### config.mk
export PLATFORM = sky130hd
export DESIGN_NAME = keyword_affine_substitution_cipher
export DESIGN_NICKNAME = d
export VERILOG_FILES = /design/src/hw/rtl/kas_pkg.sv /design/src/hw/rtl/kas_tables.sv /design/src/hw/rtl/kas_ctrl.sv /design/src/hw/rtl/keyword_affine_substitution_cipher.sv
export SDC_FILE = /design/constraint.sdc
export NUM_CORES = 2
export LEC_CHECK = 0
export ABC_AREA = 1
export BUFFER_PORTS_ARGS = -buffer_cell sky130_fd_sc_hd__buf_4
export CORE_ASPECT_RATIO = 1.25
export CORE_UTILIZATION = 57
export CTS_BUF_LIST = sky130_fd_sc_hd__clkbuf_16
export DETAILED_ROUTE_END_ITERATION = 12
export GPL_ROUTABILITY_DRIVEN = 0
export PLACE_DENSITY = 0.76
export SYNTH_ARGS = -nofsm -noshare
export SYNTH_HDL_FRONTEND = slang
export SYNTH_SLANG_ARGS = --single-unit
### constraint.sdc
create_clock -name clk -period 7.25 [get_ports clk]
set_clock_uncertainty 0.1 [all_clocks]
set_input_delay 1.45 -clock clk [delete_from_list [all_inputs] [get_ports clk]]
set_output_delay 1.45 -clock clk [all_outputs]
set_load 0.005 [all_outputs]
### src/hw/rtl/kas_pkg.sv
`default_nettype none
// ---------------------------------------------------------------------------
// kas_pkg
// Shared types, constants and helpers for the keyword affine substitution
// cipher: the two character sets, command and register codes, table access
// requests and small modulo-37 helpers.
// ---------------------------------------------------------------------------
package kas_pkg;

  localparam int ALPHABET_SIZE = 37;
  localparam int TBL_DEPTH     = 2 * ALPHABET_SIZE;

  typedef logic [5:0] pos_t;
  typedef logic [6:0] addr_t;
  typedef logic [7:0] byte_t;

  // Command codes of an input request
  typedef enum logic [1:0] {
    CMD_KEY  = 2'd0,
    CMD_SEAL = 2'd1,
    CMD_DATA = 2'd2
  } cmd_t;

  // Configuration register indexes
  typedef enum logic [2:0] {
    REG_MULT      = 3'd0,
    REG_SHIFT     = 3'd1,
    REG_KEY_START = 3'd2,
    REG_DECRYPT   = 3'd3,
    REG_KEEP_NL   = 3'd4
  } reg_idx_t;

  localparam byte_t NEWLINE = 8'h0A;

  // Lower set: a..n, n-tilde, o..z, space, underscore, o-acute, e-acute, 0..5
  localparam byte_t LOWER_SET [ALPHABET_SIZE] = '{
    8'h61, 8'h62, 8'h63, 8'h64, 8'h65, 8'h66, 8'h67, 8'h68, 8'h69, 8'h6A,
    8'h6B, 8'h6C, 8'h6D, 8'h6E, 8'hF1, 8'h6F, 8'h70, 8'h71, 8'h72, 8'h73,
    8'h74, 8'h75, 8'h76, 8'h77, 8'h78, 8'h79, 8'h7A, 8'h20, 8'h5F, 8'hF3,
    8'hE9, 8'h30, 8'h31, 8'h32, 8'h33, 8'h34, 8'h35
  };

  // Upper set: A..N, N-tilde, O..Z, i-acute, u-acute, a-acute, @, 6..9, '.', ','
  localparam byte_t UPPER_SET [ALPHABET_SIZE] = '{
    8'h41, 8'h42, 8'h43, 8'h44, 8'h45, 8'h46, 8'h47, 8'h48, 8'h49, 8'h4A,
    8'h4B, 8'h4C, 8'h4D, 8'h4E, 8'hD1, 8'h4F, 8'h50, 8'h51, 8'h52, 8'h53,
    8'h54, 8'h55, 8'h56, 8'h57, 8'h58, 8'h59, 8'h5A, 8'hED, 8'hFA, 8'hE1,
    8'h40, 8'h36, 8'h37, 8'h38, 8'h39, 8'h2E, 8'h2C
  };

  typedef struct packed {
    pos_t mult;
    pos_t shift;
    pos_t key_start;
    logic decrypt;
    logic keep_newline;
  } cfg_t;

  typedef struct packed {
    logic lo;
    logic up;
    pos_t pos;
  } char_hit_t;

  // Write and read request from the sequencer to the table memories
  typedef struct packed {
    logic  fwd_we;
    addr_t fwd_addr;
    pos_t  fwd_data;
    logic  inv_we;
    addr_t inv_addr;
    pos_t  inv_data;
    logic  rd_en;
    addr_t rd_addr;
  } tbl_req_t;

  typedef struct packed {
    logic  valid;
    byte_t ch;
  } res_t;

  // Reduce a 6-bit value modulo 37
  function automatic pos_t mod37(input pos_t x);
    if (x >= 6'(ALPHABET_SIZE)) begin
      return x - 6'(ALPHABET_SIZE);
    end
    return x;
  endfunction

  // Sum of two values below 37, modulo 37
  function automatic pos_t add_mod37(input pos_t a, input pos_t b);
    logic [6:0] s;
    s = {1'b0, a} + {1'b0, b};
    if (s >= 7'(ALPHABET_SIZE)) begin
      s = s - 7'(ALPHABET_SIZE);
    end
    return s[5:0];
  endfunction

  // Locate a byte in either set
  function automatic char_hit_t find_char(input byte_t c);
    char_hit_t h;
    h = '0;
    for (int i = 0; i < ALPHABET_SIZE; i++) begin
      if (LOWER_SET[i] == c) begin
        h.lo  = 1'b1;
        h.pos = 6'(i);
      end
    end
    for (int i = 0; i < ALPHABET_SIZE; i++) begin
      if (UPPER_SET[i] == c) begin
        h.up  = 1'b1;
        h.pos = 6'(i);
      end
    end
    return h;
  endfunction

  // Byte at a position of the chosen set
  function automatic byte_t char_at(input logic up, input pos_t r);
    pos_t rr;
    rr = mod37(r);
    return up ? UPPER_SET[rr] : LOWER_SET[rr];
  endfunction

  // Table address: lower set in the first 37 entries, upper set after it
  function automatic addr_t tbl_addr(input logic up, input pos_t p);
    return up ? (7'(p) + 7'(ALPHABET_SIZE)) : 7'(p);
  endfunction

  // Position within its set for a table address
  function automatic pos_t addr_pos(input addr_t a);
    if (a >= 7'(ALPHABET_SIZE)) begin
      return 6'(a - 7'(ALPHABET_SIZE));
    end
    return a[5:0];
  endfunction

endpackage
`default_nettype wire

### src/hw/rtl/kas_tables.sv
`default_nettype none
// ---------------------------------------------------------------------------
// kas_tables
// Forward and inverse substitution memories, one entry per symbol of both
// sets. One write port per memory, one shared read address, registered
// read data. Entries not yet written read as the identity order.
// ---------------------------------------------------------------------------
module kas_tables
  import kas_pkg::*;
(
  input  wire logic     clk,
  input  wire logic     rst,
  input  wire tbl_req_t req,
  output pos_t          fwd_q,
  output pos_t          inv_q
);

  pos_t fwd_mem [TBL_DEPTH];
  pos_t inv_mem [TBL_DEPTH];
  logic [TBL_DEPTH-1:0] fwd_written;
  logic [TBL_DEPTH-1:0] inv_written;

  // Track written entries; reset restores the identity order
  always_ff @(posedge clk) begin
    if (rst) begin
      fwd_written <= '0;
      inv_written <= '0;
    end else begin
      if (req.fwd_we) begin
        fwd_written[req.fwd_addr] <= 1'b1;
      end
      if (req.inv_we) begin
        inv_written[req.inv_addr] <= 1'b1;
      end
    end
  end

  // Write the memories
  always_ff @(posedge clk) begin
    if (req.fwd_we) begin
      fwd_mem[req.fwd_addr] <= req.fwd_data;
    end
    if (req.inv_we) begin
      inv_mem[req.inv_addr] <= req.inv_data;
    end
  end

  // Registered read; hold the last data between reads
  always_ff @(posedge clk) begin
    if (req.rd_en) begin
      fwd_q <= fwd_written[req.rd_addr] ? fwd_mem[req.rd_addr] : addr_pos(req.rd_addr);
      inv_q <= inv_written[req.rd_addr] ? inv_mem[req.rd_addr] : addr_pos(req.rd_addr);
    end
  end

endmodule
`default_nettype wire

### src/hw/rtl/kas_ctrl.sv
`default_nettype none
// ---------------------------------------------------------------------------
// kas_ctrl
// Request sequencer: places keyword letters, walks the affine order to seal
// both tables, and issues table lookups for data characters.
// ---------------------------------------------------------------------------
module kas_ctrl
  import kas_pkg::*;
(
  input  wire logic       clk,
  input  wire logic       rst,
  input  wire logic       in_valid,
  output logic            in_ready,
  input  wire logic [1:0] cmd,
  input  wire byte_t      in_char,
  input  wire cfg_t       cfg,
  input  wire pos_t       fwd_q,
  input  wire pos_t       inv_q,
  input  wire logic       res_take,
  output tbl_req_t        req,
  output res_t            res
);

  typedef enum logic [2:0] {
    ST_IDLE = 3'b001,
    ST_LOOK = 3'b010,
    ST_SEAL = 3'b100
  } state_t;

  state_t state, state_next;

  logic sealed, sealed_next;
  logic [ALPHABET_SIZE-1:0] lower_present, lower_present_next;
  logic [ALPHABET_SIZE-1:0] upper_present, upper_present_next;
  pos_t lower_slot, lower_slot_next;
  pos_t upper_slot, upper_slot_next;
  logic lower_keyed, lower_keyed_next;
  logic upper_keyed, upper_keyed_next;

  pos_t seal_j, seal_j_next;
  logic seal_up, seal_up_next;
  pos_t seal_v, seal_v_next;
  pos_t seal_slot, seal_slot_next;
  logic look_up, look_up_next;
  logic look_nl, look_nl_next;

  logic      acc;
  char_hit_t hit;
  pos_t      ks, mm, ss;
  logic [ALPHABET_SIZE-1:0] lo_pres_eff, up_pres_eff, cur_present;
  pos_t      lo_slot_eff, up_slot_eff;
  logic      cur_keyed;
  pos_t      rd_pos;

  assign in_ready = (state == ST_IDLE);
  assign acc      = in_valid && in_ready;
  assign hit      = find_char(in_char);
  assign ks       = mod37(cfg.key_start);
  assign ss       = mod37(cfg.shift);

  // Multiplier of zero modulo 37 acts as one
  always_comb begin
    mm = mod37(cfg.mult);
    if (mm == '0) begin
      mm = 6'd1;
    end
  end

  // A keyword request while sealed starts a fresh keying pass
  assign lo_pres_eff = sealed ? '0 : lower_present;
  assign up_pres_eff = sealed ? '0 : upper_present;
  assign lo_slot_eff = sealed ? ks : lower_slot;
  assign up_slot_eff = sealed ? ks : upper_slot;

  assign cur_keyed   = seal_up ? upper_keyed : lower_keyed;
  assign cur_present = seal_up ? upper_present : lower_present;
  assign rd_pos      = cfg.decrypt ? inv_q : fwd_q;

  // Next state, table requests and result
  always_comb begin
    state_next         = state;
    sealed_next        = sealed;
    lower_present_next = lower_present;
    upper_present_next = upper_present;
    lower_slot_next    = lower_slot;
    upper_slot_next    = upper_slot;
    lower_keyed_next   = lower_keyed;
    upper_keyed_next   = upper_keyed;
    seal_j_next        = seal_j;
    seal_up_next       = seal_up;
    seal_v_next        = seal_v;
    seal_slot_next     = seal_slot;
    look_up_next       = look_up;
    look_nl_next       = look_nl;
    req                = '0;
    res                = '0;

    case (state)
      ST_IDLE: begin
        if (acc && (cmd == CMD_KEY)) begin
          if (sealed) begin
            lower_present_next = '0;
            upper_present_next = '0;
            lower_keyed_next   = 1'b0;
            upper_keyed_next   = 1'b0;
            lower_slot_next    = ks;
            upper_slot_next    = ks;
            sealed_next        = 1'b0;
          end
          // Place a new keyword letter, skip a repeat
          if (hit.lo) begin
            if (!lo_pres_eff[hit.pos]) begin
              req.fwd_we         = 1'b1;
              req.fwd_addr       = tbl_addr(1'b0, lo_slot_eff);
              req.fwd_data       = hit.pos;
              req.inv_we         = 1'b1;
              req.inv_addr       = tbl_addr(1'b0, hit.pos);
              req.inv_data       = lo_slot_eff;
              lower_present_next = lo_pres_eff | (ALPHABET_SIZE'(1) << hit.pos);
              lower_slot_next    = add_mod37(lo_slot_eff, 6'd1);
              lower_keyed_next   = 1'b1;
            end
          end else if (hit.up) begin
            if (!up_pres_eff[hit.pos]) begin
              req.fwd_we         = 1'b1;
              req.fwd_addr       = tbl_addr(1'b1, up_slot_eff);
              req.fwd_data       = hit.pos;
              req.inv_we         = 1'b1;
              req.inv_addr       = tbl_addr(1'b1, hit.pos);
              req.inv_data       = up_slot_eff;
              upper_present_next = up_pres_eff | (ALPHABET_SIZE'(1) << hit.pos);
              upper_slot_next    = add_mod37(up_slot_eff, 6'd1);
              upper_keyed_next   = 1'b1;
            end
          end
        end else if (acc && (cmd == CMD_SEAL)) begin
          state_next     = ST_SEAL;
          seal_j_next    = '0;
          seal_up_next   = 1'b0;
          seal_v_next    = ss;
          seal_slot_next = lower_slot;
        end else if (acc && (cmd == CMD_DATA) && sealed) begin
          if (hit.lo || hit.up) begin
            req.rd_en    = 1'b1;
            req.rd_addr  = tbl_addr(hit.up, hit.pos);
            look_up_next = hit.up;
            look_nl_next = 1'b0;
            state_next   = ST_LOOK;
          end else if ((in_char == NEWLINE) && cfg.keep_newline) begin
            look_nl_next = 1'b1;
            state_next   = ST_LOOK;
          end
        end
      end

      ST_LOOK: begin
        // Offer the substituted byte; hold until the output stage takes it
        res.valid = 1'b1;
        res.ch    = look_nl ? NEWLINE : char_at(look_up, rd_pos);
        if (res_take) begin
          state_next = ST_IDLE;
        end
      end

      ST_SEAL: begin
        // One step of the affine walk per cycle
        if (!cur_keyed) begin
          req.fwd_we   = 1'b1;
          req.fwd_addr = tbl_addr(seal_up, seal_j);
          req.fwd_data = seal_v;
          req.inv_we   = 1'b1;
          req.inv_addr = tbl_addr(seal_up, seal_v);
          req.inv_data = seal_j;
        end else if (!cur_present[seal_v]) begin
          req.fwd_we     = 1'b1;
          req.fwd_addr   = tbl_addr(seal_up, seal_slot);
          req.fwd_data   = seal_v;
          req.inv_we     = 1'b1;
          req.inv_addr   = tbl_addr(seal_up, seal_v);
          req.inv_data   = seal_slot;
          seal_slot_next = add_mod37(seal_slot, 6'd1);
        end
        seal_v_next = add_mod37(seal_v, mm);
        seal_j_next = seal_j + 6'd1;
        if (seal_j == 6'(ALPHABET_SIZE - 1)) begin
          if (!seal_up) begin
            seal_up_next   = 1'b1;
            seal_j_next    = '0;
            seal_v_next    = ss;
            seal_slot_next = upper_slot;
          end else begin
            state_next         = ST_IDLE;
            sealed_next        = 1'b1;
            lower_present_next = '0;
            upper_present_next = '0;
            lower_keyed_next   = 1'b0;
            upper_keyed_next   = 1'b0;
          end
        end
      end

      default: begin
        state_next = ST_IDLE;
      end
    endcase
  end

  // Control registers
  always_ff @(posedge clk) begin
    if (rst) begin
      state         <= ST_IDLE;
      sealed        <= 1'b1;
      lower_present <= '0;
      upper_present <= '0;
      lower_slot    <= '0;
      upper_slot    <= '0;
      lower_keyed   <= 1'b0;
      upper_keyed   <= 1'b0;
      seal_j        <= '0;
      seal_up       <= 1'b0;
    end else begin
      state         <= state_next;
      sealed        <= sealed_next;
      lower_present <= lower_present_next;
      upper_present <= upper_present_next;
      lower_slot    <= lower_slot_next;
      upper_slot    <= upper_slot_next;
      lower_keyed   <= lower_keyed_next;
      upper_keyed   <= upper_keyed_next;
      seal_j        <= seal_j_next;
      seal_up       <= seal_up_next;
    end
  end

  // Working registers of the walk and the lookup
  always_ff @(posedge clk) begin
    seal_v    <= seal_v_next;
    seal_slot <= seal_slot_next;
    look_up   <= look_up_next;
    look_nl   <= look_nl_next;
  end

endmodule
`default_nettype wire

### src/hw/rtl/keyword_affine_substitution_cipher.sv
`default_nettype none
// ---------------------------------------------------------------------------
// keyword_affine_substitution_cipher
// Keyword affine substitution over two 37-symbol byte sets.
// ---------------------------------------------------------------------------
// Usage:
//   Input channel (in_valid/in_ready, cmd, in_char) takes one request at a
//   time. A keyword request leaves in_ready high; a data request passes a
//   table read, then its result goes into the output register; a seal request
//   walks the affine order once per set, one table entry per cycle, and holds
//   in_ready low from its acceptance until the walk is done. The walk through
//   the single write port of each table memory sets the seal time.
//   Output channel (out_valid/out_ready, out_char) is a registered stage: a
//   data result moves from the lookup step into the output register. While
//   the receiver stalls, a further request is still taken; a second data
//   result waits in the lookup step until the output register frees.
//   Configuration: cfg_we writes cfg_data to register cfg_index at once;
//   write only while no request is in flight.
//   Reset clears all control state, restores register defaults and leaves
//   both tables in the identity order, sealed; no clearing pass is needed.
// ---------------------------------------------------------------------------
module keyword_affine_substitution_cipher
  import kas_pkg::*;
(
  input  wire logic       clk,
  input  wire logic       rst,
  input  wire logic       in_valid,
  output logic            in_ready,
  input  wire logic [1:0] cmd,
  input  wire logic [7:0] in_char,
  output logic            out_valid,
  input  wire logic       out_ready,
  output logic [7:0]      out_char,
  input  wire logic       cfg_we,
  input  wire logic [2:0] cfg_index,
  input  wire logic [5:0] cfg_data
);

  cfg_t     cfg;
  tbl_req_t req;
  res_t     res;
  pos_t     fwd_q;
  pos_t     inv_q;
  logic     res_take;

  // Configuration registers
  always_ff @(posedge clk) begin
    if (rst) begin
      cfg.mult         <= 6'd1;
      cfg.shift        <= '0;
      cfg.key_start    <= '0;
      cfg.decrypt      <= 1'b0;
      cfg.keep_newline <= 1'b0;
    end else if (cfg_we) begin
      case (cfg_index)
        REG_MULT:      cfg.mult         <= cfg_data;
        REG_SHIFT:     cfg.shift        <= cfg_data;
        REG_KEY_START: cfg.key_start    <= cfg_data;
        REG_DECRYPT:   cfg.decrypt      <= cfg_data[0];
        REG_KEEP_NL:   cfg.keep_newline <= cfg_data[0];
        default: begin
        end
      endcase
    end
  end

  kas_ctrl u_ctrl (
    .clk      (clk),
    .rst      (rst),
    .in_valid (in_valid),
    .in_ready (in_ready),
    .cmd      (cmd),
    .in_char  (in_char),
    .cfg      (cfg),
    .fwd_q    (fwd_q),
    .inv_q    (inv_q),
    .res_take (res_take),
    .req      (req),
    .res      (res)
  );

  kas_tables u_tables (
    .clk   (clk),
    .rst   (rst),
    .req   (req),
    .fwd_q (fwd_q),
    .inv_q (inv_q)
  );

  // Output register: load when empty or being drained
  assign res_take = res.valid && (!out_valid || out_ready);

  always_ff @(posedge clk) begin
    if (rst) begin
      out_valid <= 1'b0;
    end else if (res_take) begin
      out_valid <= 1'b1;
    end else if (out_ready) begin
      out_valid <= 1'b0;
    end
  end

  always_ff @(posedge clk) begin
    if (res_take) begin
      out_char <= res.ch;
    end
  end

endmodule
`default_nettype wire

==> flow_metrics.tcl <==
set metrics [dict create \
    ys_types 67 \
    cts.repair.resized 0 \
    dp_hpwl_um 97200 \
    synth_top_area_cell "edfxtp_1" \
    worst_ep_required_time_ns 7.73 \
    grt_setup_unrepaired "no" \
    grtUsageMet1_pct 40.4 \
    htreeDepth 3 \
    worstMarginPinSlew_ns 1.24 \
    maxCapViolCount 0 \
    layout-drive-gt1-share_pct 8.72 \
    arrival_ns 7.07 \
    ys_top_cells_by_area "edfxtp_1 51%, dfxtp_1 9.9%, nand2_1 6.3%, o21ai_0 4.5%, a22o_1 4.1%" \
    slew_headroom_pct 16.9 \
    status "finished, final reports clean" \
    synth_fa_ha_area_share_pct 0.988 \
    ios 34 \
    setup_viol 0 \
    syn_avg_cell_area_um2 10.2 \
    totalWireLength_um 154000 \
    placed_cell_area_um2 55900 \
    cellPowerDensity_nw_per_um2 235 \
    ys_ff_latch 1190 \
    synth.yosys.seq_area_share_pct 61.3 \
    path_clk_slew_ns 0.07 \
    core-area_um2 93400 \
    worstSetupEndpointType "flop" \
    postRouteAntennaNets 0 \
    most-common-layout-cells "922 x edfxtp_1, 910 x nand2_1, 534 x inv_1" \
    synth_area_um2 53900 \
    syn_nets 5349 \
    start_kind "input pin" \
    cts_tree "done" \
    drc_errors 0 \
    utilization_pct 63.7 \
    synth.area.mux_share_pct 0.186 \
    synth_compound_area_share_pct 17.6 \
    worstSkewPairLatency_ns 0.70 \
    grt.busiest_layer "met2" \
    postSynthCellCount 5283 \
    die_area_um2 95800 \
    peakVddDrop_uv 195 \
    antenna_cells 0 \
    worst-path-max-fanout 48 \
    fp.dieW_um 277 \
    hold_viol 0 \
    grtUsageTotal_pct 31.5 \
    hold_path.class "flop to flop" \
    ys_async_sr_fraction_pct 0 \
    final_max_slew_viol_count 0 \
    fmax_mhz 152 \
    post-cts-setup-buffers 0 \
    synthSimpleGateAreaFrac_pct 13.0 \
    rows 125 \
    synth_xor_area_share_pct 0.812 \
    synth_top_area_share_pct 51.3 \
    crit_path_max_incr_delay_ns 0.50 \
    period_needed_ns 6.59 \
    routedWlPerCell_um 23.5 \
    ctsHoldBuffers 0 \
    synthFlopType "edfxtp_1" \
    met2_usage_pct 51.7 \
    grt_max_degree 91 \
    crit_top_cell "nor2_1" \
    ctsRootBufferMaster "clkbuf_16" \
    cts_buffers 107 \
    drt_first_pass_iters 8 \
    final_common_cell "edfxtp_1" \
    synth_edf_count 922 \
    critPathKind "input pin to flop" \
    cp_slowest_cell "a21oi_1" \
    grt_first_pass_wirelength_um 233000 \
    start_util_pct 57.8 \
    finalCritPeriodShare_pct 90.9 \
    globalRouteMet3Util_pct 4.65 \
    vias 41800 \
    antenna_found_initial 0 \
    synthToLayoutAreaGrowth_pct 10.3 \
    fp.dieH_um 346 \
    tns_ns 0 \
    initialDrtViolationCount 5593 \
    ys_warn_count 0 \
    clock-sinks 1190 \
    via_per_inst 6.37 \
    nets 5324 \
    grt_overflow 0 \
    io_buffers 33 \
    synth_top_family_by_area "compound AO/OA/AOI/OAI gates" \
    grt_pass1_vias 39700 \
    max-clock-path-buffers 3 \
    design_area_um2 59500 \
    leakagePower_nw 22.0 \
]
==> metal layers <==
metal  routed length [um]  vias to the layer above  share of wire (%)
met5                    0                        -                  0
met1                55800                    19800                 36
met2                73000                     2741                 47
met4                 8910                        0                5.8
li1                     -                    18700                  -
met3                16100                      539                 10
==> Yosys cell counts, types with 4 or more instances <==
cell,n
edfxtp_1,922
nand2_1,912
inv_1,516
o21ai_0,484
a21oi_1,391
nor2_1,343
dfxtp_1,268
a22o_1,255
nand3_1,205
clkbuf_1,194
o22ai_1,75
buf_2,61
a221oi_1,52
o211ai_1,49
xor2_1,44
o31ai_1,43
nor3_1,42
ha_1,41
nand4_1,40
nor2_4,31
o21ai_1,31
a31oi_1,25
inv_2,23
o21a_1,22
o2111ai_1,21
or2_2,21
buf_1,17
buf_4,14
o221ai_1,14
o311ai_0,12
nand2_2,11
mux2i_1,10
nor2_2,9
a211oi_1,7
clkinv_1,7
a21oi_2,6
xnor2_1,6
buf_6,5
a22oi_1,4
nor3b_1,4
nor4_1,4
o21ai_2,4
o21bai_1,4
==> registers in the layout (all words and copies together), names as in the netlist <==
name	cells
cfg	20
u_ctrl.seal_v	6
u_tables.inv_written	74
u_tables.inv_mem	444
u_ctrl.look_up	1
u_ctrl.seal_up	1
u_ctrl.upper_present	37
u_ctrl.lower_slot	6
u_ctrl.lower_present	37
u_ctrl.seal_slot	6
u_ctrl.lower_keyed	1
u_ctrl.look_nl	1
u_tables.fwd_q	6
u_ctrl.seal_j	6
out_char	8
u_ctrl.sealed	1
u_ctrl.state	3
u_tables.fwd_written	74
u_ctrl.upper_slot	6
u_tables.inv_q	6
u_tables.fwd_mem	444
out_valid	1
u_ctrl.upper_keyed	1
==> logic make-up (layout without fill, tap and decap cells) <==
| logic type | after synthesis | in the layout |
|---|---|---|
| AO/OA/AOI/OAI | 1517 | 1517 |
| AND/OR/NAND/NOR | 1635 | 1635 |
| adder cells (fa/ha/maj) | 42 | 42 |
| buffers and inverters | 839 | 909 |
| multiplexers | 10 | 10 |
| flip-flops | 1190 | 1190 |
| XOR/XNOR | 50 | 50 |
==> final cells by class <==
type | count | area [um2]
repair buffers | 157 | 1520
well taps | 1206 | 1510
flip-flops and latches | 1190 | 33100
multi-input cells | 3254 | 17800
clock inverters | 95 | 806
clock buffers | 109 | 2730
inverters | 548 | 2070
fillers | 7025 | 33900
==> per-stage QoR <==
stage | std cells | setup WS (ns) | hold slack [ns] | total power [mW]
finish | 6559 | 0.661 | 0.351 | 14.0
CTS | 6559 | 0.913 | 0.350 | 13.9
global placement | 6355 | 0.272 | 0.334 | 8.35
global route | 6559 | 0.400 | 0.367 | 14.3
floorplan | 5283 | 0.386 | 0.324 | 8.06
detailed placement | 6355 | 0.208 | 0.340 | 8.37
==> worst max-delay path, delay by kind of cell <==
kind	cells	cell delay (ns)
AO/OA/AOI/OAI	9	2.08
adder cells (fa/ha/maj)	1	0.42
buffers and inverters	6	1.01
AND/OR/NAND/NOR	15	2.02
==> power breakdown <==
part / internal [mW] / switching (mW) / total [mW]
combinational: 0.244 / 0.662 / 0.905
sequential: 7.31 / 0.0386 / 7.34
clock: 3.17 / 2.55 / 5.72
total: 10.7 / 3.25 / 14.0
==> worst paths after layout <==
check,startpoint,endpoint,slack [ns],depth (start not counted)
worst min register to register,u_tables.fwd_written[17],u_tables.fwd_written[17],0.35,2
worst max-delay path,in_char[0],u_tables.inv_q[5],0.66,31
worst max register to register,u_ctrl.state[0],u_tables.inv_q[5],1.43,23
worst min-delay path,u_tables.fwd_written[17],u_tables.fwd_written[17],0.35,2
(Power assumes the default switching activity.)
